<file path="config.mk">
export PLATFORM = sky130hd
export DESIGN_NAME = sync_xor_frame_receiver_unit
export DESIGN_NICKNAME = d
export VERILOG_FILES = /design/src/rtl/sxfr_pkg.sv /design/src/rtl/sxfr_ram.sv /design/src/rtl/sync_xor_frame_receiver_unit.sv
export SDC_FILE = /design/constraint.sdc
export NUM_CORES = 1
export LEC_CHECK = 0
export ABC_AREA = 1
export ABC_CLOCK_PERIOD_IN_PS = 2650
export BUFFER_PORTS_ARGS = -buffer_cell sky130_fd_sc_hd__buf_2
export CAP_MARGIN = 20
export CORE_AREA = 4 4 243 245
export DETAILED_ROUTE_END_ITERATION = 6
export DIE_AREA = 0 0 247 249
export SLEW_MARGIN = 20
export SYNTH_ARGS = -nofsm -noshare
export SYNTH_HDL_FRONTEND = slang
export SYNTH_SLANG_ARGS = --single-unit
</file>
<file path="constraint.sdc">
create_clock -name clk -period 2.65 [get_ports clk]
set_input_delay 0.53 -clock clk [delete_from_list [all_inputs] [get_ports clk]]
set_output_delay 0.53 -clock clk [all_outputs]
set_load 0.05 [all_outputs]
</file>
<file path="src/rtl/sxfr_pkg.sv">
// Shared types and constants of the sync XOR frame receiver.
`default_nettype none

package sxfr_pkg;

	localparam int BYTE_W  = 8;
	localparam int FLEN_W  = 7;
	localparam int INDEX_W = 6;
	localparam int CFG_IDX_W = 2;

	typedef logic [CFG_IDX_W-1:0] cfg_idx_t;
	typedef logic [BYTE_W-1:0]    byte_t;

	localparam cfg_idx_t CFG_FIRST_SYNC   = 2'd0;
	localparam cfg_idx_t CFG_SECOND_SYNC  = 2'd1;
	localparam cfg_idx_t CFG_FRAME_LENGTH = 2'd2;

	localparam logic [FLEN_W-1:0] FRAME_LENGTH_RESET = 7'd4;

endpackage

`default_nettype wire

</file>
<file path="src/rtl/sxfr_ram.sv">
// Generic simple dual-port RAM with one write port and a registered read port.
`default_nettype none

module sxfr_ram #(
	parameter int WIDTH = 8,
	parameter int DEPTH = 64
) (
	input  wire logic                     clk,
	input  wire logic                     we,
	input  wire logic [$clog2(DEPTH)-1:0] waddr,
	input  wire logic [WIDTH-1:0]         wdata,
	input  wire logic                     re,
	input  wire logic [$clog2(DEPTH)-1:0] raddr,
	output logic      [WIDTH-1:0]         rdata
);

	logic [WIDTH-1:0] mem [DEPTH];

	always_ff @(posedge clk) begin
		if (we) begin
			mem[waddr] <= wdata;
		end
		if (re) begin
			rdata <= mem[raddr];
		end
	end

endmodule

`default_nettype wire

</file>
<file path="src/rtl/sync_xor_frame_receiver_unit.sv">
// Top level of the two-sync-byte, fixed-length frame receiver with XOR check.
// Usage:
//  - in channel (in_valid/in_ready, rx_byte): one received byte per transaction.
//  - cfg channel (cfg_valid/cfg_ready, cfg_index, cfg_data): writes first_sync,
//    second_sync, frame_length; always ready, write only while idle.
//  - out channel (out_valid/out_ready, frame_byte, byte_index, last): the
//    bytes of a frame whose check byte matched, index 0 first, last on the
//    check byte. A failed frame produces nothing.
// Throughput: one input byte per cycle while hunting and collecting.
// After a good check byte, in_ready drops while the frame is read back from
// the frame store RAM: one RAM read per output byte, each read issued only
// when the output register is free and no earlier read is pending. The
// first byte follows the check byte transaction through drain_q, the RAM
// read and output register. in_ready returns once the last read is issued.
// A stalled out_ready holds the output register and pauses the reads.
// Reset clears the parser to hunting, the registers to their defaults and
// the output to empty; the RAM is not cleared.
`default_nettype none

module sync_xor_frame_receiver_unit
	import sxfr_pkg::*;
#(
	parameter int BUFFER_DEPTH = 64
) (
	input  wire logic                 clk,
	input  wire logic                 arst_n,
	input  wire logic                 in_valid,
	output logic                      in_ready,
	input  wire logic [BYTE_W-1:0]    rx_byte,
	output logic                      out_valid,
	input  wire logic                 out_ready,
	output logic      [BYTE_W-1:0]    frame_byte,
	output logic      [INDEX_W-1:0]   byte_index,
	output logic                      last,
	input  wire logic                 cfg_valid,
	output logic                      cfg_ready,
	input  wire logic [CFG_IDX_W-1:0] cfg_index,
	input  wire logic [BYTE_W-1:0]    cfg_data
);

	localparam int AW   = $clog2(BUFFER_DEPTH);
	localparam int CMPW = (AW + 1 > FLEN_W) ? AW + 1 : FLEN_W;

	typedef enum logic [1:0] {
		ST_HUNT1,
		ST_HUNT2,
		ST_DATA,
		ST_CHECK
	} state_t;

	state_t              state_q;
	logic [AW-1:0]       count_q;
	byte_t               xor_q;
	byte_t               first_sync_q;
	byte_t               second_sync_q;
	logic [FLEN_W-1:0]   frame_length_q;

	logic                drain_q;
	logic [AW-1:0]       rd_idx_q;
	logic [AW-1:0]       rd_last_q;
	logic                pend_s1;
	logic [AW-1:0]       idx_s1;
	logic                last_s1;

	logic                out_valid_q;
	byte_t               frame_byte_q;
	logic [INDEX_W-1:0]  byte_index_q;
	logic                last_q;

	logic                in_fire;
	logic                rd_issue;
	logic                we;
	logic [AW-1:0]       waddr;
	byte_t               rdata;
	logic [CMPW-1:0]     count_ext;
	logic                store_full;
	logic                data_done;
	logic                rd_at_last;

	assign in_ready   = !drain_q;
	assign cfg_ready  = 1'b1;
	assign in_fire    = in_valid && in_ready;
	assign rd_issue   = drain_q && !pend_s1 && (!out_valid_q || out_ready);
	assign rd_at_last = (rd_idx_q == rd_last_q);

	assign count_ext  = CMPW'(count_q);
	assign store_full = count_ext >= CMPW'(BUFFER_DEPTH - 1);
	assign data_done  = (count_ext + CMPW'(2)) >= CMPW'(frame_length_q);

	assign out_valid  = out_valid_q;
	assign frame_byte = frame_byte_q;
	assign byte_index = byte_index_q;
	assign last       = last_q;

	always_comb begin
		we    = 1'b0;
		waddr = count_q;
		case (state_q)
			ST_HUNT1: begin
				we    = in_fire;
				waddr = '0;
			end
			ST_HUNT2: we = in_fire && (rx_byte == second_sync_q);
			ST_DATA:  we = in_fire && !store_full;
			ST_CHECK: we = in_fire;
			default:  we = 1'b0;
		endcase
	end

	sxfr_ram #(
		.WIDTH(BYTE_W),
		.DEPTH(BUFFER_DEPTH)
	) u_store (
		.clk  (clk),
		.we   (we),
		.waddr(waddr),
		.wdata(rx_byte),
		.re   (rd_issue),
		.raddr(rd_idx_q),
		.rdata(rdata)
	);

	always_ff @(posedge clk or negedge arst_n) begin
		if (!arst_n) begin
			state_q        <= ST_HUNT1;
			count_q        <= '0;
			xor_q          <= '0;
			first_sync_q   <= '0;
			second_sync_q  <= '0;
			frame_length_q <= FRAME_LENGTH_RESET;
			drain_q        <= 1'b0;
			rd_idx_q       <= '0;
			rd_last_q      <= '0;
			pend_s1        <= 1'b0;
			idx_s1         <= '0;
			last_s1        <= 1'b0;
			out_valid_q    <= 1'b0;
			frame_byte_q   <= '0;
			byte_index_q   <= '0;
			last_q         <= 1'b0;
		end else begin
			if (cfg_valid) begin
				case (cfg_index)
					CFG_FIRST_SYNC:   first_sync_q   <= cfg_data;
					CFG_SECOND_SYNC:  second_sync_q  <= cfg_data;
					CFG_FRAME_LENGTH: frame_length_q <= cfg_data[FLEN_W-1:0];
					default:          ;
				endcase
			end

			if (in_fire) begin
				case (state_q)
					ST_HUNT1: begin
						if (rx_byte == first_sync_q) begin
							count_q <= AW'(1);
							xor_q   <= rx_byte;
							state_q <= ST_HUNT2;
						end else begin
							count_q <= '0;
							xor_q   <= '0;
						end
					end
					ST_HUNT2: begin
						if (rx_byte == second_sync_q) begin
							count_q <= count_q + AW'(1);
							xor_q   <= xor_q ^ rx_byte;
							state_q <= ST_DATA;
						end else begin
							state_q <= ST_HUNT1;
						end
					end
					ST_DATA: begin
						if (store_full) begin
							state_q <= ST_HUNT1;
						end else begin
							count_q <= count_q + AW'(1);
							xor_q   <= xor_q ^ rx_byte;
							if (data_done) begin
								state_q <= ST_CHECK;
							end
						end
					end
					ST_CHECK: begin
						if (xor_q == rx_byte) begin
							drain_q   <= 1'b1;
							rd_idx_q  <= '0;
							rd_last_q <= count_q;
						end
						state_q <= ST_HUNT1;
					end
					default: state_q <= ST_HUNT1;
				endcase
			end

			// read-back of an accepted frame
			if (rd_issue) begin
				rd_idx_q <= rd_idx_q + AW'(1);
				if (rd_at_last) begin
					drain_q <= 1'b0;
				end
			end
			pend_s1 <= rd_issue;
			idx_s1  <= rd_idx_q;
			last_s1 <= rd_at_last;

			if (pend_s1) begin
				out_valid_q  <= 1'b1;
				frame_byte_q <= rdata;
				byte_index_q <= INDEX_W'(idx_s1);
				last_q       <= last_s1;
			end else if (out_ready) begin
				out_valid_q <= 1'b0;
			end
		end
	end

endmodule

`default_nettype wire

</file>
==> results.json, run 1 <==
{
  "critPathLaunchType": "flip-flop",
  "grt_util_met2_pct": 33.5,
  "seqPwrFrac_pct": 37.9,
  "io_pins": 41,
  "crit_slowest_cell": "nor2_2",
  "finalHoldViolCount": 0,
  "synth-seq-cells": 596,
  "ctsLongestPathBuffers": 3,
  "synth_flop_cell": "edfxtp_1",
  "drtIter0Drc": 1702,
  "synth_seq_area_share_pct": 69.2,
  "fmax_mhz": 423,
  "ctsRootBufferMaster": "clkbuf_16",
  "synth_cells": 2285,
  "slowest_delay_ns": 0.46,
  "cts_tree": "done",
  "drt-wirelength-per-cell_um": 20.9,
  "multi_input_area_sq_um": 6790,
  "dp_cells": 3071,
  "tightest_slew_ns": 1.02,
  "p_comb_share_pct": 33.8,
  "cts_buffers": 59,
  "dieWidth_um": 247,
  "grt.met1_usage_pct": 30.7,
  "drc": 0,
  "clock_latency_ns": 0.62,
  "synthTopCellsByArea": "edfxtp_1 62%, nand2_1 12%, nand3_1 8.8%",
  "grt_pass1_vias": 16900,
  "finalCritPeriodShare_pct": 89.3,
  "layout-drive-gt1-share_pct": 11.3,
  "dr.pass1.iters": 6,
  "gp_congestion": 0.853,
  "rows": 88,
  "slew_headroom_pct": 32.1,
  "fin_crit_ns": 2.37,
  "yosysTopAreaCellShare_pct": 61.7,
  "internal-power_w": 0.0186,
  "end_kind": "flip-flop",
  "netlist_area_sq_um": 25300,
  "outcome": "completed",
  "critPathRequiredTime_ns": 2.92,
  "p_sw_w": 0.0111,
  "regArea_sq_um": 17500,
  "synthDistinctLibCells": 40,
  "hpwl_mm": 40.5,
  "place.port_buffers": 39,
  "leakagePower_nw": 11.1,
  "yosys.area.top_type": "edfxtp_1",
  "grtUsageTotal_pct": 21.5,
  "area_growth_pct": 12.9,
  "final_nets": 2406,
  "die_area_sq_um": 61500,
  "placed_cell_area_sq_um": 26700,
  "fp.coreArea_sq_um": 57100,
  "antenna_found_initial": 2,
  "critical_path_peak_fanout": 9,
  "drv_cap": 0,
  "reg2regPathDepth": 5,
  "holdWs_ns": 0.115,
  "hold_path_class": "in -> reg",
  "design_area_sq_um": 28600,
  "totalWireLength_mm": 66.3,
  "fill_cells": 5043,
  "clock_sinks": 596,
  "diodes": 0,
  "overflow": 0,
  "power_w": 0.0296,
  "start_util_pct": 44.3,
  "met3_usage_pct": 3.42,
  "path_clk_slew_ns": 0.06,
  "rsz0062_at_grt": "no",
  "syn_nets": 2323,
  "postSynthAreaPerCell_sq_um": 11.1,
  "fin_cells": 3179,
  "via_count": 17000,
  "pwr_density_cell_nw_per_um2": 1040,
  "grt-busiest-layer": "met2",
  "setup_tns_ns": 0,
  "crit_path_cell_trace": "inv_1 > ha_1 > nor3_1 > nand2_1 > nor2_2",
  "synth-edff-count": 520,
  "whs_path_depth": 2,
  "grt_max_degree": 132,
  "ir_drop_v": 0.000842,
  "pwr-share-clk_pct": 28.3,
  "viasPerCell": 5.34,
  "grt_pass1_wl_mm": 101,
  "cts_htree_levels": 2,
  "switching_share_pct": 37.4,
  "cp.arrival_ns": 2.63,
  "async_flop_share_pct": 12.8,
  "ant_nets": 0,
  "slew_viol_final": 0,
  "yosys_warnings": 0,
  "skew_ns": 0.0229,
  "dieHeight_um": 249,
  "path_class": "reg -> reg",
  "setup_viol": 0
}
## synth_stat cells, types with 2 or more instances
| master | instances |
|---|---|
| a21oi_1 | 6 |
| buf_1 | 8 |
| buf_2 | 65 |
| buf_4 | 8 |
| buf_6 | 25 |
| clkbuf_1 | 16 |
| clkinv_1 | 4 |
| dfrtp_1 | 75 |
| edfxtp_1 | 520 |
| ha_1 | 15 |
| inv_1 | 52 |
| inv_2 | 3 |
| inv_4 | 2 |
| nand2_1 | 838 |
| nand2_2 | 2 |
| nand2_4 | 8 |
| nand2_8 | 2 |
| nand3_1 | 446 |
| nand4_1 | 4 |
| nor2_1 | 82 |
| nor2_2 | 9 |
| nor3_1 | 5 |
| nor3_2 | 2 |
| o21ai_0 | 33 |
| o21ai_2 | 9 |
| or2_2 | 3 |
| xnor2_1 | 16 |
| xor2_1 | 15 |
## path summary, 6_finish.rpt
path	start	endpoint	slack, ns
min in group asynchronous	arst_n	frame_length_q[5]	0.50
max reg2reg	state_q[0]	u_store.mem[17][5]	0.28
min reg2reg	idx_s1[3]	byte_index[3]	0.45
max	state_q[0]	u_store.mem[17][5]	0.28
max in group asynchronous	arst_n	frame_byte[2]	1.56
min	out_ready	out_valid	0.11
## per-stage QoR
stage          utilization [%]  worst slack, ns
5_1_grt                   50.0            0.163
6_report                  50.0            0.285
4_1_cts                   50.0            0.307
3_3_place_gp              46.7            0.192
3_5_place_dp              46.7            0.186
2_1_floorplan                -            0.563
## registers in the layout, indices dropped and copies added (netlist names)
| register | cells |
|---|---|
| frame_byte | 8 |
| rd_idx_q | 6 |
| xor_q | 8 |
| idx_s1 | 6 |
| rd_last_q | 6 |
| frame_length_q | 7 |
| last | 1 |
| count_q | 6 |
| state_q | 2 |
| out_valid | 1 |
| last_s1 | 1 |
| drain_q | 1 |
| byte_index | 6 |
| second_sync_q | 8 |
| u_store.mem | 512 |
| pend_s1 | 1 |
| u_store.rdata | 8 |
| first_sync_q | 8 |
## worst max-delay path, delay by kind of cell (launching register included)
kind | cells | cell delay (ns)
DFF | 1 | 0.41
buffers and inverters | 1 | 0.10
adders and majority gates | 1 | 0.35
and+or+nand+nor | 3 | 1.16
## power groups by stage
stage               Clock, W  Combinational (W)  Sequential (W)
floorplan                  0            0.00677          0.0116
global placement           0            0.00987          0.0114
detailed placement         0            0.00996          0.0114
CTS                  0.00853             0.0100          0.0112
global route         0.00891             0.0110          0.0113
finish               0.00840             0.0100          0.0112
## metal layers
metal  vias up  wire length (um)
li1       7971                 -
met2       661             30200
met5         -                 7
met1      8216             29000
met3       140              4740
met4         2              2300
## cell usage in the layout, fill, tap and decap left out, drive strengths merged
cell type / count
a21o: 1
a21oi: 6
a22oi: 1
a31oi: 1
buf: 145
bufinv: 8
clkbuf: 75
clkinv: 27
clkinvlp: 1
conb: 1
dfrtp: 75
dfstp: 1
dlygate4sd3: 1
edfxtp: 520
ha: 15
inv: 57
nand2: 850
nand3: 447
nand4: 4
nor2: 92
nor3: 7
nor4: 1
o21ai: 43
o31ai: 1
or2: 3
xnor2: 16
xor2: 15
## layout make-up
type | instances | area share [%]
sequential | 596 | 61.3
multi-input combinational | 1504 | 23.8
clock buffer | 75 | 5.52
timing repair buffer | 146 | 4.03
tap | 765 | 3.35
clock inverter | 32 | 1.21
inverter | 61 | 0.836
## repair_timing
item,4_1_cts,5_1_grt
hold endpoints to repair,48,0
buffers inserted,0,0
hold buffers,1,0
resized for setup,0,0
## cell families after synthesis
kind of cell,Yosys count,synth area share (%)
AOI/OAI and AO/OA,53,1.24
xor gates and xnor gates,31,1.07
adders and majority gates,15,0.741
buffers and inverters,185,3.99
DFF,596,69.2
other,1,0.0148
and+or+nand+nor,1404,23.8
No activity file was read; power rests on OpenSTA's default activity.
==> inputs of run 2 (changes only) <==
Settings changed: PLACE_DENSITY from default to 0.61.
==> results.json, run 2 (synthesis gave the netlist of run 1 again) <==
{
  "finalHoldViolCount": 0,
  "dieHeight_um": 249,
  "fin_crit_ns": 2.30,
  "rsz0062_at_grt": "no",
  "grtUsageTotal_pct": 21.5,
  "drt-wirelength-per-cell_um": 20.8,
  "multi_input_area_sq_um": 6790,
  "dp_slack_ns": 0.179,
  "largest_reg_flops": 512,
  "ant_nets": 0,
  "cts_htree_levels": 2,
  "hpwl_mm": 39.6,
  "outcome": "completed",
  "critical_path_peak_fanout": 9,
  "gp_congestion": 0.903,
  "final_nets": 2401,
  "rows": 88,
  "place.port_buffers": 39,
  "drv_cap": 0,
  "cts_buffers": 60,
  "dieWidth_um": 247,
  "totalWireLength_mm": 66.2,
  "final_cell_mix": "838 x nand2_1, 520 x edfxtp_1, 446 x nand3_1, 91 x buf_4, 82 x nor2_1",
  "grt_pass1_vias": 16500,
  "io_pins": 41,
  "fmax_mhz": 435,
  "regMostFlops": "u_store.mem",
  "viasPerCell": 5.34,
  "postCtsSetupBuffers": 0,
  "tightest_slew_ns": 1.04,
  "grt_pass1_wl_mm": 99.8,
  "ctsResizeCount": 0,
  "setup_viol": 0,
  "clock_sinks": 596,
  "cts_tree": "done",
  "slew_headroom_pct": 30.7,
  "antenna_found_initial": 2,
  "cts_hold_buf": 0,
  "via_count": 17000,
  "cp.arrival_ns": 2.59,
  "die_area_sq_um": 61500,
  "holdWs_ns": 0.0297,
  "regArea_sq_um": 17500,
  "ctsRootBufferMaster": "clkbuf_16",
  "ir_drop_v": 0.000693,
  "path_clk_slew_ns": 0.07,
  "start_util_pct": 44.3,
  "slew_viol_final": 0,
  "finalCritPeriodShare_pct": 86.8,
  "end_kind": "flip-flop",
  "overflow": 0,
  "fill_cells": 5020,
  "setup_tns_ns": 0,
  "ctsLongestPathBuffers": 3,
  "skew_ns": 0.0166,
  "grt_max_degree": 137,
  "fp.coreArea_sq_um": 57100,
  "r2r_slack_ns": 0.35,
  "layout_setup_ws_ns": 0.349,
  "hold_path_class": "in -> async",
  "clock_latency_ns": 0.62,
  "dr.pass1.iters": 5,
  "reg2regPathDepth": 5,
  "layout-drive-gt1-share_pct": 11.8,
  "critPathLaunchType": "flip-flop",
  "pwr_density_cell_nw_per_um2": 1060,
  "leakagePower_nw": 11.2,
  "path_class": "reg -> reg",
  "area_growth_pct": 13.4,
  "final_common_cell": "nand2_1",
  "critPathRequiredTime_ns": 2.94,
  "drc": 0,
  "drtIter0Drc": 1702
}
==> run 2: worst max-delay path: stages (launching register included) <==
cell and delay (ns):
dfrtp_1 0.41, inv_1 0.10, ha_1 0.36, nor3_1 0.29, nand2_1 0.34, nor2_2 0.46
==> run 2: worst paths after layout <==
path,start,to
setup / recovery,state_q[0],u_store.mem[25][5]
hold / removal,arst_n,frame_length_q[5]
setup reg to reg,state_q[0],u_store.mem[25][5]
hold reg to reg,last_s1,last
max in group asynchronous,arst_n,frame_byte[7]
min in group clk,out_ready,out_valid
==> run 2: area by class of cell <==
type,instances,share of cell area (%)
multi-input combinational,1504,23.6
antenna,1,0.00871
inverter,61,0.832
tap,765,3.33
clock buffer,77,5.74
sequential,596,61.0
timing repair buffer,140,3.81
clock inverter,36,1.61
==> run 2: power by group <==
| group | switching [W] | internal, W | total, W |
|---|---|---|---|
| Combinational | 0.00731 | 0.00285 | 0.0102 |
| Sequential | 0.000404 | 0.0108 | 0.0112 |
| Clock | 0.00355 | 0.00545 | 0.00900 |
==> run 2: metal layers <==
metal  global-route usage [%]  wire length (um)
met4                     7.88              2590
met5                        0                 0
met2                     33.7             30700
met1                     30.5             28400
met3                     3.19              4480
==> run 2: per-stage QoR <==
step | instance area (sq um) | cells | total power [W] | utilization, %
final | 28700 | 3180 | 0.0304 | 50.3
after global routing | 28700 | 3180 | 0.0320 | 50.3
after CTS | 28700 | 3179 | 0.0304 | 50.3
after detailed placement | 26600 | 3066 | 0.0214 | 46.6
after global placement | 26600 | 3066 | 0.0214 | 46.6
after floorplan | 25300 | 2285 | 0.0184 | -
